==> config.mk <==
export PLATFORM = sky130hd
export DESIGN_NAME = vector_l2_normalizer
export DESIGN_NICKNAME = d
export VERILOG_FILES = /design/src/rtl/core/vln_pkg.sv /design/src/rtl/core/vln_fifo.sv /design/src/rtl/core/vln_store.sv /design/src/rtl/core/vln_front.sv /design/src/rtl/core/vln_back.sv /design/src/rtl/core/vector_l2_normalizer.sv
export SDC_FILE = /design/constraint.sdc
export NUM_CORES = 2
export LEC_CHECK = 0
export BUFFER_PORTS_ARGS = -buffer_cell sky130_fd_sc_hd__buf_2
export CAP_MARGIN = 10
export CORE_MARGIN = 3
export CORE_UTILIZATION = 45
export DETAILED_ROUTE_END_ITERATION = 6
export SETUP_SLACK_MARGIN = 0.2
export SLEW_MARGIN = 15
export SYNTH_ARGS = -nofsm -noshare
export SYNTH_HDL_FRONTEND = slang
export SYNTH_SLANG_ARGS = --single-unit
export TNS_END_PERCENT = 100
==> constraint.sdc <==
create_clock -name clk_i -period 10.4 [get_ports clk_i]
set_input_delay 2.08 -clock clk_i [delete_from_list [all_inputs] [get_ports clk_i]]
set_output_delay 2.08 -clock clk_i [all_outputs]
set_load 0.01 [all_outputs]
==> src/rtl/core/vln_pkg.sv <==
// Shared constants and types for the vector L2 normalizer.
// Used by vln_fifo, vln_front, vln_back and the top level; depends on nothing else.
`timescale 1ns / 1ps

package vln_pkg;

  // Defaults for the top-level parameters.
  localparam int unsigned MAX_LEN_DEF     = 64;
  localparam int unsigned SAMPLE_BITS_DEF = 16;

  // Depth of the internal queues (job queue and result queue).
  localparam int unsigned QUEUE_DEPTH = 2;

  // Vector length register.
  localparam int unsigned        LEN_W     = 7;
  localparam logic [LEN_W-1:0]   LEN_RESET = 7'd64;

  // Result format: signed Q1.15.
  localparam int unsigned        OUT_W      = 16;
  localparam int unsigned        STEP_W     = $clog2(OUT_W);
  localparam int unsigned        FRAC_SHIFT = 2 * (OUT_W - 1);
  localparam logic [OUT_W-1:0]   POS_LIMIT  = {1'b0, {(OUT_W-1){1'b1}}};
  localparam logic [OUT_W-1:0]   NEG_LIMIT  = {1'b1, {(OUT_W-1){1'b0}}};

  typedef struct packed {
    logic [OUT_W-1:0] value;
    logic             last;
  } result_t;

endpackage

==> src/rtl/core/vln_fifo.sv <==
// Small first-in first-out queue of any packed entry type.
// Depends on vln_pkg for its default depth.
`timescale 1ns / 1ps

module vln_fifo #(
  parameter int unsigned DEPTH = vln_pkg::QUEUE_DEPTH,
  parameter type         entry_t = logic
) (
  input  logic   clk_i,
  input  logic   rst_ni,
  input  logic   push_i,
  input  entry_t data_i,
  output logic   full_o,
  input  logic   pop_i,
  output entry_t data_o,
  output logic   empty_o
);

  localparam int unsigned PW = (DEPTH > 1) ? $clog2(DEPTH) : 1;
  localparam int unsigned CW = $clog2(DEPTH + 1);

  entry_t          mem_q [DEPTH];
  logic [PW-1:0]   wr_ptr_q, wr_ptr_d;
  logic [PW-1:0]   rd_ptr_q, rd_ptr_d;
  logic [CW-1:0]   cnt_q, cnt_d;
  logic            do_push, do_pop;

  assign full_o  = (cnt_q == CW'(DEPTH));
  assign empty_o = (cnt_q == '0);
  assign do_push = push_i & ~full_o;
  assign do_pop  = pop_i & ~empty_o;
  assign data_o  = mem_q[rd_ptr_q];

  always_comb begin
    wr_ptr_d = wr_ptr_q;
    rd_ptr_d = rd_ptr_q;
    cnt_d    = cnt_q;
    if (do_push) begin
      wr_ptr_d = (wr_ptr_q == PW'(DEPTH - 1)) ? '0 : wr_ptr_q + 1'b1;
    end
    if (do_pop) begin
      rd_ptr_d = (rd_ptr_q == PW'(DEPTH - 1)) ? '0 : rd_ptr_q + 1'b1;
    end
    if (do_push && !do_pop) begin
      cnt_d = cnt_q + 1'b1;
    end else if (do_pop && !do_push) begin
      cnt_d = cnt_q - 1'b1;
    end
  end

  always_ff @(posedge clk_i or negedge rst_ni) begin
    if (!rst_ni) begin
      wr_ptr_q <= '0;
      rd_ptr_q <= '0;
      cnt_q    <= '0;
    end else begin
      wr_ptr_q <= wr_ptr_d;
      rd_ptr_q <= rd_ptr_d;
      cnt_q    <= cnt_d;
    end
  end

  always_ff @(posedge clk_i) begin
    if (do_push) begin
      mem_q[wr_ptr_q] <= data_i;
    end
  end

endmodule

==> src/rtl/core/vln_store.sv <==
// Two-bank element memory: one write port, one registered read port.
// Bank selects which vector buffer; depends on nothing else.
`timescale 1ns / 1ps

module vln_store #(
  parameter int unsigned MAX_LEN     = 64,
  parameter int unsigned SAMPLE_BITS = 16
) (
  input  logic                                     clk_i,
  input  logic                                     wr_en_i,
  input  logic                                     wr_bank_i,
  input  logic [((MAX_LEN > 1) ? $clog2(MAX_LEN) : 1)-1:0] wr_idx_i,
  input  logic [SAMPLE_BITS-1:0]                   wr_data_i,
  input  logic                                     rd_en_i,
  input  logic                                     rd_bank_i,
  input  logic [((MAX_LEN > 1) ? $clog2(MAX_LEN) : 1)-1:0] rd_idx_i,
  output logic [SAMPLE_BITS-1:0]                   rd_data_o
);

  localparam int unsigned MEM_AW = $clog2(2 * MAX_LEN);

  logic [SAMPLE_BITS-1:0] mem_q [2 * MAX_LEN];
  logic [SAMPLE_BITS-1:0] rd_data_q;
  logic [MEM_AW-1:0]      wr_addr, rd_addr;

  // The second bank starts at MAX_LEN, which need not be a power of two.
  assign wr_addr = MEM_AW'(wr_idx_i) + (wr_bank_i ? MEM_AW'(MAX_LEN) : '0);
  assign rd_addr = MEM_AW'(rd_idx_i) + (rd_bank_i ? MEM_AW'(MAX_LEN) : '0);

  always_ff @(posedge clk_i) begin
    if (wr_en_i) begin
      mem_q[wr_addr] <= wr_data_i;
    end
    if (rd_en_i) begin
      rd_data_q <= mem_q[rd_addr];
    end
  end

  assign rd_data_o = rd_data_q;

endmodule

==> src/rtl/core/vln_front.sv <==
// Load side: accepts elements, writes them to the store and accumulates
// the sum of squares. Hands a finished vector to the back as a job.
// Depends on vln_pkg.
`timescale 1ns / 1ps

module vln_front #(
  parameter int unsigned MAX_LEN     = 64,
  parameter int unsigned SAMPLE_BITS = 16,
  parameter type         job_t       = logic
) (
  input  logic                                     clk_i,
  input  logic                                     rst_ni,
  input  logic                                     push_i,
  output logic                                     full_o,
  input  logic [SAMPLE_BITS-1:0]                   elem_i,
  input  logic                                     len_we_i,
  input  logic [vln_pkg::LEN_W-1:0]                len_i,
  output logic                                     wr_en_o,
  output logic                                     wr_bank_o,
  output logic [((MAX_LEN > 1) ? $clog2(MAX_LEN) : 1)-1:0] wr_idx_o,
  output logic [SAMPLE_BITS-1:0]                   wr_data_o,
  output logic                                     job_push_o,
  output job_t                                     job_o,
  input  logic                                     job_full_i,
  input  logic                                     vec_done_i
);

  localparam int unsigned CNT_W = $clog2(MAX_LEN + 1);
  localparam int unsigned AW    = (MAX_LEN > 1) ? $clog2(MAX_LEN) : 1;
  localparam int unsigned CMP_W = (CNT_W > vln_pkg::LEN_W) ? CNT_W : vln_pkg::LEN_W;
  localparam int unsigned SQ_W  = 2 * SAMPLE_BITS - 1;
  localparam int unsigned SUM_W = SQ_W + $clog2(MAX_LEN);

  logic [vln_pkg::LEN_W-1:0] len_q;
  logic [CNT_W-1:0]          count_q, count_d, count_next;
  logic                      bank_q, bank_d;
  logic [1:0]                busy_q, busy_d;
  logic [CMP_W-1:0]          len_ext, eff_len;
  logic                      accept, last;
  logic [SAMPLE_BITS-1:0]    mag;

  logic                      s1_vld_q, s1_last_q, s1_bank_q;
  logic [SAMPLE_BITS-1:0]    s1_mag_q;
  logic [CNT_W-1:0]          s1_len_q;
  logic                      s2_vld_q, s2_last_q, s2_bank_q;
  logic [SQ_W-1:0]           s2_sq_q;
  logic [CNT_W-1:0]          s2_len_q;
  logic [2*SAMPLE_BITS-1:0]  sq_full;
  logic [SUM_W-1:0]          sum_q, sum_d, sum_next;

  // Two vector buffers; the load side stalls while both hold unfinished vectors.
  assign full_o = (busy_q == 2'd2);
  assign accept = push_i & ~full_o;

  assign len_ext = CMP_W'(len_q);
  always_comb begin
    if (len_ext == '0) begin
      eff_len = CMP_W'(1);
    end else if (len_ext > CMP_W'(MAX_LEN)) begin
      eff_len = CMP_W'(MAX_LEN);
    end else begin
      eff_len = len_ext;
    end
  end

  assign count_next = count_q + 1'b1;
  assign last       = (CMP_W'(count_next) >= eff_len);
  assign mag        = elem_i[SAMPLE_BITS-1] ? (~elem_i + 1'b1) : elem_i;

  assign wr_en_o   = accept;
  assign wr_bank_o = bank_q;
  assign wr_idx_o  = count_q[AW-1:0];
  assign wr_data_o = elem_i;

  always_comb begin
    count_d = count_q;
    bank_d  = bank_q;
    if (accept) begin
      if (last) begin
        count_d = '0;
        bank_d  = ~bank_q;
      end else begin
        count_d = count_next;
      end
    end
  end

  always_comb begin
    busy_d = busy_q;
    if ((accept && last) && !vec_done_i) begin
      busy_d = busy_q + 1'b1;
    end else if (!(accept && last) && vec_done_i) begin
      busy_d = busy_q - 1'b1;
    end
  end

  assign sq_full  = s1_mag_q * s1_mag_q;
  assign sum_next = sum_q + SUM_W'(s2_sq_q);

  always_comb begin
    sum_d = sum_q;
    if (s2_vld_q) begin
      sum_d = s2_last_q ? '0 : sum_next;
    end
  end

  assign job_push_o = s2_vld_q & s2_last_q;
  always_comb begin
    job_o      = '0;
    job_o.sum  = sum_next;
    job_o.len  = s2_len_q;
    job_o.bank = s2_bank_q;
  end

  always_ff @(posedge clk_i or negedge rst_ni) begin
    if (!rst_ni) begin
      len_q    <= vln_pkg::LEN_RESET;
      count_q  <= '0;
      bank_q   <= 1'b0;
      busy_q   <= '0;
      s1_vld_q <= 1'b0;
      s2_vld_q <= 1'b0;
      sum_q    <= '0;
    end else begin
      if (len_we_i) begin
        len_q <= len_i;
      end
      count_q  <= count_d;
      bank_q   <= bank_d;
      busy_q   <= busy_d;
      s1_vld_q <= accept;
      s2_vld_q <= s1_vld_q;
      sum_q    <= sum_d;
    end
  end

  always_ff @(posedge clk_i) begin
    s1_mag_q  <= mag;
    s1_last_q <= last;
    s1_len_q  <= count_next;
    s1_bank_q <= bank_q;
    s2_sq_q   <= sq_full[SQ_W-1:0];
    s2_last_q <= s1_last_q;
    s2_len_q  <= s1_len_q;
    s2_bank_q <= s1_bank_q;
  end

  a_busy_range: assert property (@(posedge clk_i) disable iff (!rst_ni)
    busy_q != 2'd3) else $error("buffer count out of range");

  a_job_room: assert property (@(posedge clk_i) disable iff (!rst_ni)
    job_push_o |-> !job_full_i) else $error("job queue overflow");

  a_stall_full: assert property (@(posedge clk_i) disable iff (!rst_ni)
    (busy_q == 2'd2 && !vec_done_i) |=> full_o) else $error("full released early");

endmodule

==> src/rtl/core/vln_back.sv <==
// Compute side: for each element of a queued vector, reads it back and finds
// the largest q with q*q*S <= e*e*2^30, one result bit per cycle.
// Depends on vln_pkg.
`timescale 1ns / 1ps

module vln_back #(
  parameter int unsigned MAX_LEN     = 64,
  parameter int unsigned SAMPLE_BITS = 16,
  parameter type         job_t       = logic
) (
  input  logic                                     clk_i,
  input  logic                                     rst_ni,
  input  logic                                     job_empty_i,
  input  job_t                                     job_i,
  output logic                                     job_pop_o,
  output logic                                     rd_en_o,
  output logic                                     rd_bank_o,
  output logic [((MAX_LEN > 1) ? $clog2(MAX_LEN) : 1)-1:0] rd_idx_o,
  input  logic [SAMPLE_BITS-1:0]                   rd_data_i,
  input  logic                                     res_full_i,
  output logic                                     res_push_o,
  output vln_pkg::result_t                         res_o,
  output logic                                     vec_done_o
);

  localparam int unsigned CNT_W = $clog2(MAX_LEN + 1);
  localparam int unsigned AW    = (MAX_LEN > 1) ? $clog2(MAX_LEN) : 1;
  localparam int unsigned SQ_W  = 2 * SAMPLE_BITS - 1;
  localparam int unsigned SUM_W = SQ_W + $clog2(MAX_LEN);
  localparam int unsigned TW    = SUM_W + 33;
  localparam int unsigned OW    = vln_pkg::OUT_W;

  localparam logic [2:0] ST_IDLE   = 3'd0;
  localparam logic [2:0] ST_READ   = 3'd1;
  localparam logic [2:0] ST_LOAD   = 3'd2;
  localparam logic [2:0] ST_SQUARE = 3'd3;
  localparam logic [2:0] ST_ITER   = 3'd4;
  localparam logic [2:0] ST_EMIT   = 3'd5;

  logic [2:0]                  state_q, state_d;
  logic [SUM_W-1:0]            sum_q;
  logic [CNT_W-1:0]            len_q, idx_q;
  logic                        bank_q, neg_q, zero_q;
  logic [SAMPLE_BITS-1:0]      mag_q;
  logic [SQ_W-1:0]             sq_q;
  logic [2*SAMPLE_BITS-1:0]    sq_full;
  logic [TW-1:0]               t_q, v_q, p_q, trial, x_val;
  logic [vln_pkg::STEP_W-1:0]  step_q;
  logic [OW-1:0]               root_q, lim, value;
  logic                        take, idx_last;

  assign sq_full  = mag_q * mag_q;
  assign x_val    = TW'(sq_q) << vln_pkg::FRAC_SHIFT;
  // T tracks q*q*S, V tracks 2^(b+1)*q*S and P is S*4^b for trial bit b.
  assign trial    = t_q + v_q + p_q;
  assign take     = (trial <= x_val);
  assign idx_last = ((idx_q + 1'b1) == len_q);

  always_comb begin
    if (!neg_q) begin
      lim   = (root_q > vln_pkg::POS_LIMIT) ? vln_pkg::POS_LIMIT : root_q;
      value = lim;
    end else begin
      lim   = (root_q > vln_pkg::NEG_LIMIT) ? vln_pkg::NEG_LIMIT : root_q;
      value = ~lim + 1'b1;
    end
    if (zero_q) begin
      value = '0;
    end
  end

  assign job_pop_o  = (state_q == ST_IDLE) && !job_empty_i;
  assign rd_en_o    = (state_q == ST_READ);
  assign rd_bank_o  = bank_q;
  assign rd_idx_o   = idx_q[AW-1:0];
  assign res_push_o = (state_q == ST_EMIT) && !res_full_i;
  assign vec_done_o = res_push_o && idx_last;
  assign res_o.value = value;
  assign res_o.last  = idx_last;

  always_comb begin
    state_d = state_q;
    case (state_q)
      ST_IDLE:   if (!job_empty_i) state_d = ST_READ;
      ST_READ:   state_d = ST_LOAD;
      ST_LOAD:   state_d = ST_SQUARE;
      ST_SQUARE: state_d = ST_ITER;
      ST_ITER:   if (step_q == '0) state_d = ST_EMIT;
      ST_EMIT: begin
        if (!res_full_i) begin
          state_d = idx_last ? ST_IDLE : ST_READ;
        end
      end
      default:   state_d = ST_IDLE;
    endcase
  end

  always_ff @(posedge clk_i or negedge rst_ni) begin
    if (!rst_ni) begin
      state_q <= ST_IDLE;
    end else begin
      state_q <= state_d;
    end
  end

  always_ff @(posedge clk_i) begin
    case (state_q)
      ST_IDLE: begin
        sum_q  <= job_i.sum;
        len_q  <= job_i.len;
        bank_q <= job_i.bank;
        idx_q  <= '0;
      end
      ST_LOAD: begin
        neg_q  <= rd_data_i[SAMPLE_BITS-1];
        zero_q <= (rd_data_i == '0);
        mag_q  <= rd_data_i[SAMPLE_BITS-1] ? (~rd_data_i + 1'b1) : rd_data_i;
      end
      ST_SQUARE: begin
        sq_q   <= sq_full[SQ_W-1:0];
        t_q    <= '0;
        v_q    <= '0;
        p_q    <= TW'(sum_q) << vln_pkg::FRAC_SHIFT;
        step_q <= vln_pkg::STEP_W'(OW - 1);
        root_q <= '0;
      end
      ST_ITER: begin
        root_q <= {root_q[OW-2:0], take};
        if (take) begin
          t_q <= trial;
          v_q <= (v_q >> 1) + p_q;
        end else begin
          v_q <= v_q >> 1;
        end
        p_q    <= p_q >> 2;
        step_q <= step_q - 1'b1;
      end
      ST_EMIT: begin
        if (!res_full_i) begin
          idx_q <= idx_q + 1'b1;
        end
      end
      default: begin
      end
    endcase
  end

  a_res_room: assert property (@(posedge clk_i) disable iff (!rst_ni)
    res_push_o |-> !res_full_i) else $error("result queue overflow");

  a_iter_end: assert property (@(posedge clk_i) disable iff (!rst_ni)
    (state_q == ST_ITER && step_q == '0) |=> (state_q == ST_EMIT))
    else $error("root search did not finish");

  a_done_last: assert property (@(posedge clk_i) disable iff (!rst_ni)
    vec_done_o |-> (res_push_o && res_o.last)) else $error("vector end without last word");

endmodule

==> src/rtl/core/vector_l2_normalizer.sv <==
// Vector L2 normalizer: top level joining load side, store, job queue,
// compute side and result queue. Depends on vln_pkg and all rtl/core modules.
//
// Usage:
//   Input words (element_value_i, signed Q2.14) are written with push while
//   full is low, one per cycle. Once the configured number of elements has
//   arrived, every element of that vector comes out, in arrival order, as
//   element / L2 norm in signed Q1.15 (saturated at +32767), with
//   last_of_vector_o set on the final word. A zero vector gives zeros.
//   Results are read like a queue: the word is valid while empty is low and
//   is taken with pop. If the receiver stalls, the result queue fills, the
//   compute side waits, and once both element buffers hold vectors, full
//   rises and the input waits too. Nothing is dropped.
//   vector_length_i (clamped to 1..MAX_LEN) is written with vector_length_we_i.
// Operation:
//   The compute side handles one element at a time: a store read, a squaring
//   step and a bit-serial root search, then the hand-off. Two element buffers
//   let the next vector load while the previous one is being computed.
// Reset:
//   Queues and counters empty, vector length 64; no clearing pass is needed.
`timescale 1ns / 1ps

module vector_l2_normalizer #(
  parameter int unsigned MAX_LEN     = vln_pkg::MAX_LEN_DEF,
  parameter int unsigned SAMPLE_BITS = vln_pkg::SAMPLE_BITS_DEF
) (
  input  logic                              clk_i,
  input  logic                              rst_ni,
  input  logic                              push,
  output logic                              full,
  input  logic signed [SAMPLE_BITS-1:0]     element_value_i,
  input  logic                              pop,
  output logic                              empty,
  output logic signed [vln_pkg::OUT_W-1:0]  normalized_value_o,
  output logic                              last_of_vector_o,
  input  logic                              vector_length_we_i,
  input  logic [vln_pkg::LEN_W-1:0]         vector_length_i
);

  localparam int unsigned CNT_W = $clog2(MAX_LEN + 1);
  localparam int unsigned AW    = (MAX_LEN > 1) ? $clog2(MAX_LEN) : 1;
  localparam int unsigned SUM_W = 2 * SAMPLE_BITS - 1 + $clog2(MAX_LEN);

  typedef struct packed {
    logic [SUM_W-1:0] sum;
    logic [CNT_W-1:0] len;
    logic             bank;
  } job_t;

  logic                   wr_en, wr_bank, rd_en, rd_bank;
  logic [AW-1:0]          wr_idx, rd_idx;
  logic [SAMPLE_BITS-1:0] wr_data, rd_data;
  logic                   job_push, job_full, job_pop, job_empty;
  job_t                   job_in, job_out;
  logic                   res_push, res_full, vec_done;
  vln_pkg::result_t       res_in, res_out;

  vln_front #(
    .MAX_LEN    (MAX_LEN),
    .SAMPLE_BITS(SAMPLE_BITS),
    .job_t      (job_t)
  ) u_front (
    .clk_i     (clk_i),
    .rst_ni    (rst_ni),
    .push_i    (push),
    .full_o    (full),
    .elem_i    (element_value_i),
    .len_we_i  (vector_length_we_i),
    .len_i     (vector_length_i),
    .wr_en_o   (wr_en),
    .wr_bank_o (wr_bank),
    .wr_idx_o  (wr_idx),
    .wr_data_o (wr_data),
    .job_push_o(job_push),
    .job_o     (job_in),
    .job_full_i(job_full),
    .vec_done_i(vec_done)
  );

  vln_store #(
    .MAX_LEN    (MAX_LEN),
    .SAMPLE_BITS(SAMPLE_BITS)
  ) u_store (
    .clk_i    (clk_i),
    .wr_en_i  (wr_en),
    .wr_bank_i(wr_bank),
    .wr_idx_i (wr_idx),
    .wr_data_i(wr_data),
    .rd_en_i  (rd_en),
    .rd_bank_i(rd_bank),
    .rd_idx_i (rd_idx),
    .rd_data_o(rd_data)
  );

  vln_fifo #(
    .entry_t(job_t)
  ) u_job_q (
    .clk_i  (clk_i),
    .rst_ni (rst_ni),
    .push_i (job_push),
    .data_i (job_in),
    .full_o (job_full),
    .pop_i  (job_pop),
    .data_o (job_out),
    .empty_o(job_empty)
  );

  vln_back #(
    .MAX_LEN    (MAX_LEN),
    .SAMPLE_BITS(SAMPLE_BITS),
    .job_t      (job_t)
  ) u_back (
    .clk_i      (clk_i),
    .rst_ni     (rst_ni),
    .job_empty_i(job_empty),
    .job_i      (job_out),
    .job_pop_o  (job_pop),
    .rd_en_o    (rd_en),
    .rd_bank_o  (rd_bank),
    .rd_idx_o   (rd_idx),
    .rd_data_i  (rd_data),
    .res_full_i (res_full),
    .res_push_o (res_push),
    .res_o      (res_in),
    .vec_done_o (vec_done)
  );

  vln_fifo #(
    .entry_t(vln_pkg::result_t)
  ) u_res_q (
    .clk_i  (clk_i),
    .rst_ni (rst_ni),
    .push_i (res_push),
    .data_i (res_in),
    .full_o (res_full),
    .pop_i  (pop),
    .data_o (res_out),
    .empty_o(empty)
  );

  assign normalized_value_o = res_out.value;
  assign last_of_vector_o   = res_out.last;

endmodule
==> impl_metrics.toml <==
[run_status]
outcome = "completed"

[drt]
drt_pre_antenna_iters = 5
wl_met3_um = 19700
met2_wirelength_um = 144000
routed_wirelength_um = 302000
drt_first_iter_violations = 6394
met1_length_um = 128000
drt.antenna.violating_nets = 0
post_drt_via_cell_ratio = 5.69
post_drt_wl_per_cell_um = 25.6
vias_post_dr = 67300
top_layer_used = "met5"
drc_errors = 0

[logic_synthesis]
synth_warnings = 0
synth_edf_count = 2515
postSynthRegisterBits = 2646
synth_fp_nets = 8477
synth_top_flop_cell = "edfxtp_1"
ys_async_sr_fraction = 0.0253
synth_top_area_cell = "edfxtp_1"
ys_seq_area_frac = 0.623
area_share_of_the_largest_cell_type_after_synthesis = 0.600
synth.distinct_cells = 78
synth_cells = 7643
synthesis.area_mm2 = 0.126
post_synth_main_area_contributors = "edfxtp_1 60%, mux4_2 12%, fa_1 6.3%, ha_1 4.1%, inv_1 1.7%"
synth_area_per_cell_um2 = 16.5

[timing]
timing.setup.tns_ns = 0
worstMarginPinSlew_ns = 1.22
clock-skew-final_ns = 0.0780
period_share = 0.917
post-route-min-period_ns = 9.54
slew_headroom = 0.184
maxSlewViolCount = 0
final-hold-violation-count = 0
finalSetupViolations = 0
clock.fmax_ghz = 0.105
grt_setup_unrepaired = "false"

[die]
die_width_um = 535
floorplan.initialDensity = 0.454
die_height_um = 535
die_area_mm2 = 0.286
ios = 47
rows = 193
fp.coreArea_mm2 = 0.277

[min_path]
worstHoldPathCells = 0
hold_path_class = "register to register"
hp-start = "u_front.s1_bank_q"

[critical_path]
cp-startpoint = "u_back.p_q[1]"
cp-end-kind = "register"
timing.critical_path.buf_inv = 2
timing.setup.critical_path_class = "register to register"
worst-path-stages = 33
reg2reg_depth = 33
category_of_cells_accounting_for_the_largest_share_of_critical_path_delay = "compound AO/OA/AOI/OAI gates"
timing.critical_path.slowest_stage_cell = "fa_1"
critical_path.max_stage_delay_ns = 0.50
cp-start-kind = "register"
cp.required_ns = 11.06
worst_r2r_startpoint = "u_back.p_q[1]"
crit_arrival_ns = 10.20
timing.critical_path.fanout_max = 44

[global_route]
grt_first_pass_wirelength_um = 454000
grt_antenna_before_repair = 19
globalRoute.totalOverflow = 0
first_global_vias = 69900
grt_start_max_net_pins = 108
global_route.usage.total = 0.211

[place]
place_hpwl_um = 194000
io_buffers = 46
place_congestion = 0.881

[job]
maxcap_viol_count = 0

[cts]
ctsLongestPathBuffers = 4
insertion_delay_to_the_later_sink_of_the_worst_skew_pair_ns = 0.90
ctsHoldBuffers = 0
post-cts-setup-buffers = 0
clk_transition_reported_paths_ns = 0.06
clock_tree.root_cell = "clkbuf_16"
numClockSinks = 2646
ctsHtreeMaxLevel = 5
cts-buffers-inserted = 285
tritoncts = "done"
cts_repair_resize_count = 0

[layout]
nNetsFinal = 8714
n_fill_cell = 22600
drive_gt1_frac = 0.181
p_r_area_growth_vs_syn_pct = 11.5
-- path summary, 6_finish.rpt --
check	endpoint	slack, ns
setup / recovery	u_back.v_q[1]	0.86
hold / removal	u_front.s2_bank_q	0.32
setup reg to reg	u_back.v_q[1]	0.86
hold reg to reg	u_front.s2_bank_q	0.32
max in group asynchronous	u_res_q.rd_ptr_q	8.50
min in group asynchronous	u_front.len_ext[3]	1.23
-- layout make-up --
| type | count | area (um2) | area share |
|---|---|---|---|
| Tap cell | 3705 | 4640 | 0.0330 |
| Multi-Input combinational cell | 4096 | 44100 | 0.314 |
| Clock inverter | 153 | 1370 | 0.00978 |
| Sequential cell | 2646 | 78500 | 0.559 |
| Inverter | 589 | 2210 | 0.0157 |
| Antenna cell | 7 | 17.5 | 0.000125 |
| Clock buffer | 359 | 7610 | 0.0542 |
| Timing Repair Buffer | 262 | 1990 | 0.0142 |
-- cells in the mapped netlist (11+ instances only) --
cell and count:
inv_1 587, a22o_1 28, dfrtp_1 66, a31oi_1 27
a21oi_1 234, mux4_2 672, o21ai_0 145, xor2_1 102
or3_1 17, ha_1 408, o21bai_1 31, xnor2_1 185
nand4_1 51, nand2_1 413, fa_1 398, o21a_1 20
or2_2 14, and3_1 86, a211oi_1 16, nor2b_1 47
clkbuf_1 254, mux2_2 87, a21o_1 132, o31ai_1 26
nand3_1 64, nor2_1 404, buf_1 52, mux2i_1 62
and2_1 151, o211ai_1 14, dfxtp_1 64, nor3_1 61
nand2b_1 33, edfxtp_1 2515, a311oi_1 11
-- through the flow --
step           setup WS (ns)  instances   util  hold slack, ns  cell area, um2
2_1_floorplan           1.43       7643      -           0.310          126000
3_3_place_gp            1.04      11300  0.474           0.312          131000
3_5_place_dp           0.897      11300  0.474           0.312          131000
4_1_cts                0.873      11800  0.506           0.325          140000
5_1_grt                0.354      11800  0.506           0.325          140000
6_report               0.859      11800  0.506           0.324          140000
-- placed cells by master (no fill, tap or decap), types with 86 or more instances in the layout --
cell	count
edfxtp_1	2515
mux4_2	672
inv_1	587
nand2_1	409
ha_1	408
nor2_1	399
fa_1	398
clkbuf_16	291
a21oi_1	234
buf_4	225
xnor2_1	185
and2_1	149
o21ai_0	145
a21o_1	132
xor2_1	102
mux2_2	87
and3_1	86
-- registers in the layout, summed over array words and instances, names as in the netlist, 16 cells and up --
name and flops:
u_back.mag_q 16, u_back.p_q 67, u_back.root_q 16, u_back.sq_q 30, u_back.sum_q 37, u_back.t_q 70
u_back.v_q 70, u_front.s1_mag_q 16, u_front.s2_sq_q 30, u_front.sum_q 37, u_job_q.mem_q 90, u_res_q.mem_q 34
u_store.mem_q 2048, u_store.rd_data_o 16
-- worst register-to-register path: cells and delay by family, from the launching register on --
kind            cells  cell delay (ns)
flops               1             0.44
xor+xnor            1             0.16
fa+ha+maj           4             1.51
compound gates     15             4.08
buf+inv             2             0.75
simple gates       11             2.47
-- cells by family (layout without fill, tap and decap cells) --
| family | Yosys count | count (layout) | share of synthesized area |
|---|---|---|---|
| AOI/OAI and AO/OA | 798 | 798 | 0.0416 |
| xor gates and xnor gates | 287 | 287 | 0.0200 |
| adders and majority gates | 806 | 806 | 0.104 |
| buffers and inverters | 901 | 1363 | 0.0269 |
| DFF | 2646 | 2646 | 0.623 |
| muxes | 821 | 821 | 0.133 |
| other | 0 | 7 | 0 |
| and+or+nand+nor | 1384 | 1384 | 0.0518 |
-- routing by layer --
layer | vias up | GRT usage
met5 | - | 0
met3 | 467 | 0.0361
li1 | 29600 | -
met2 | 2029 | 0.339
met4 | 4 | 0.0646
met1 | 35200 | 0.297
Power is not shown: default switching activity piles up to over one toggle a cycle in this logic, so the estimate is an artifact.
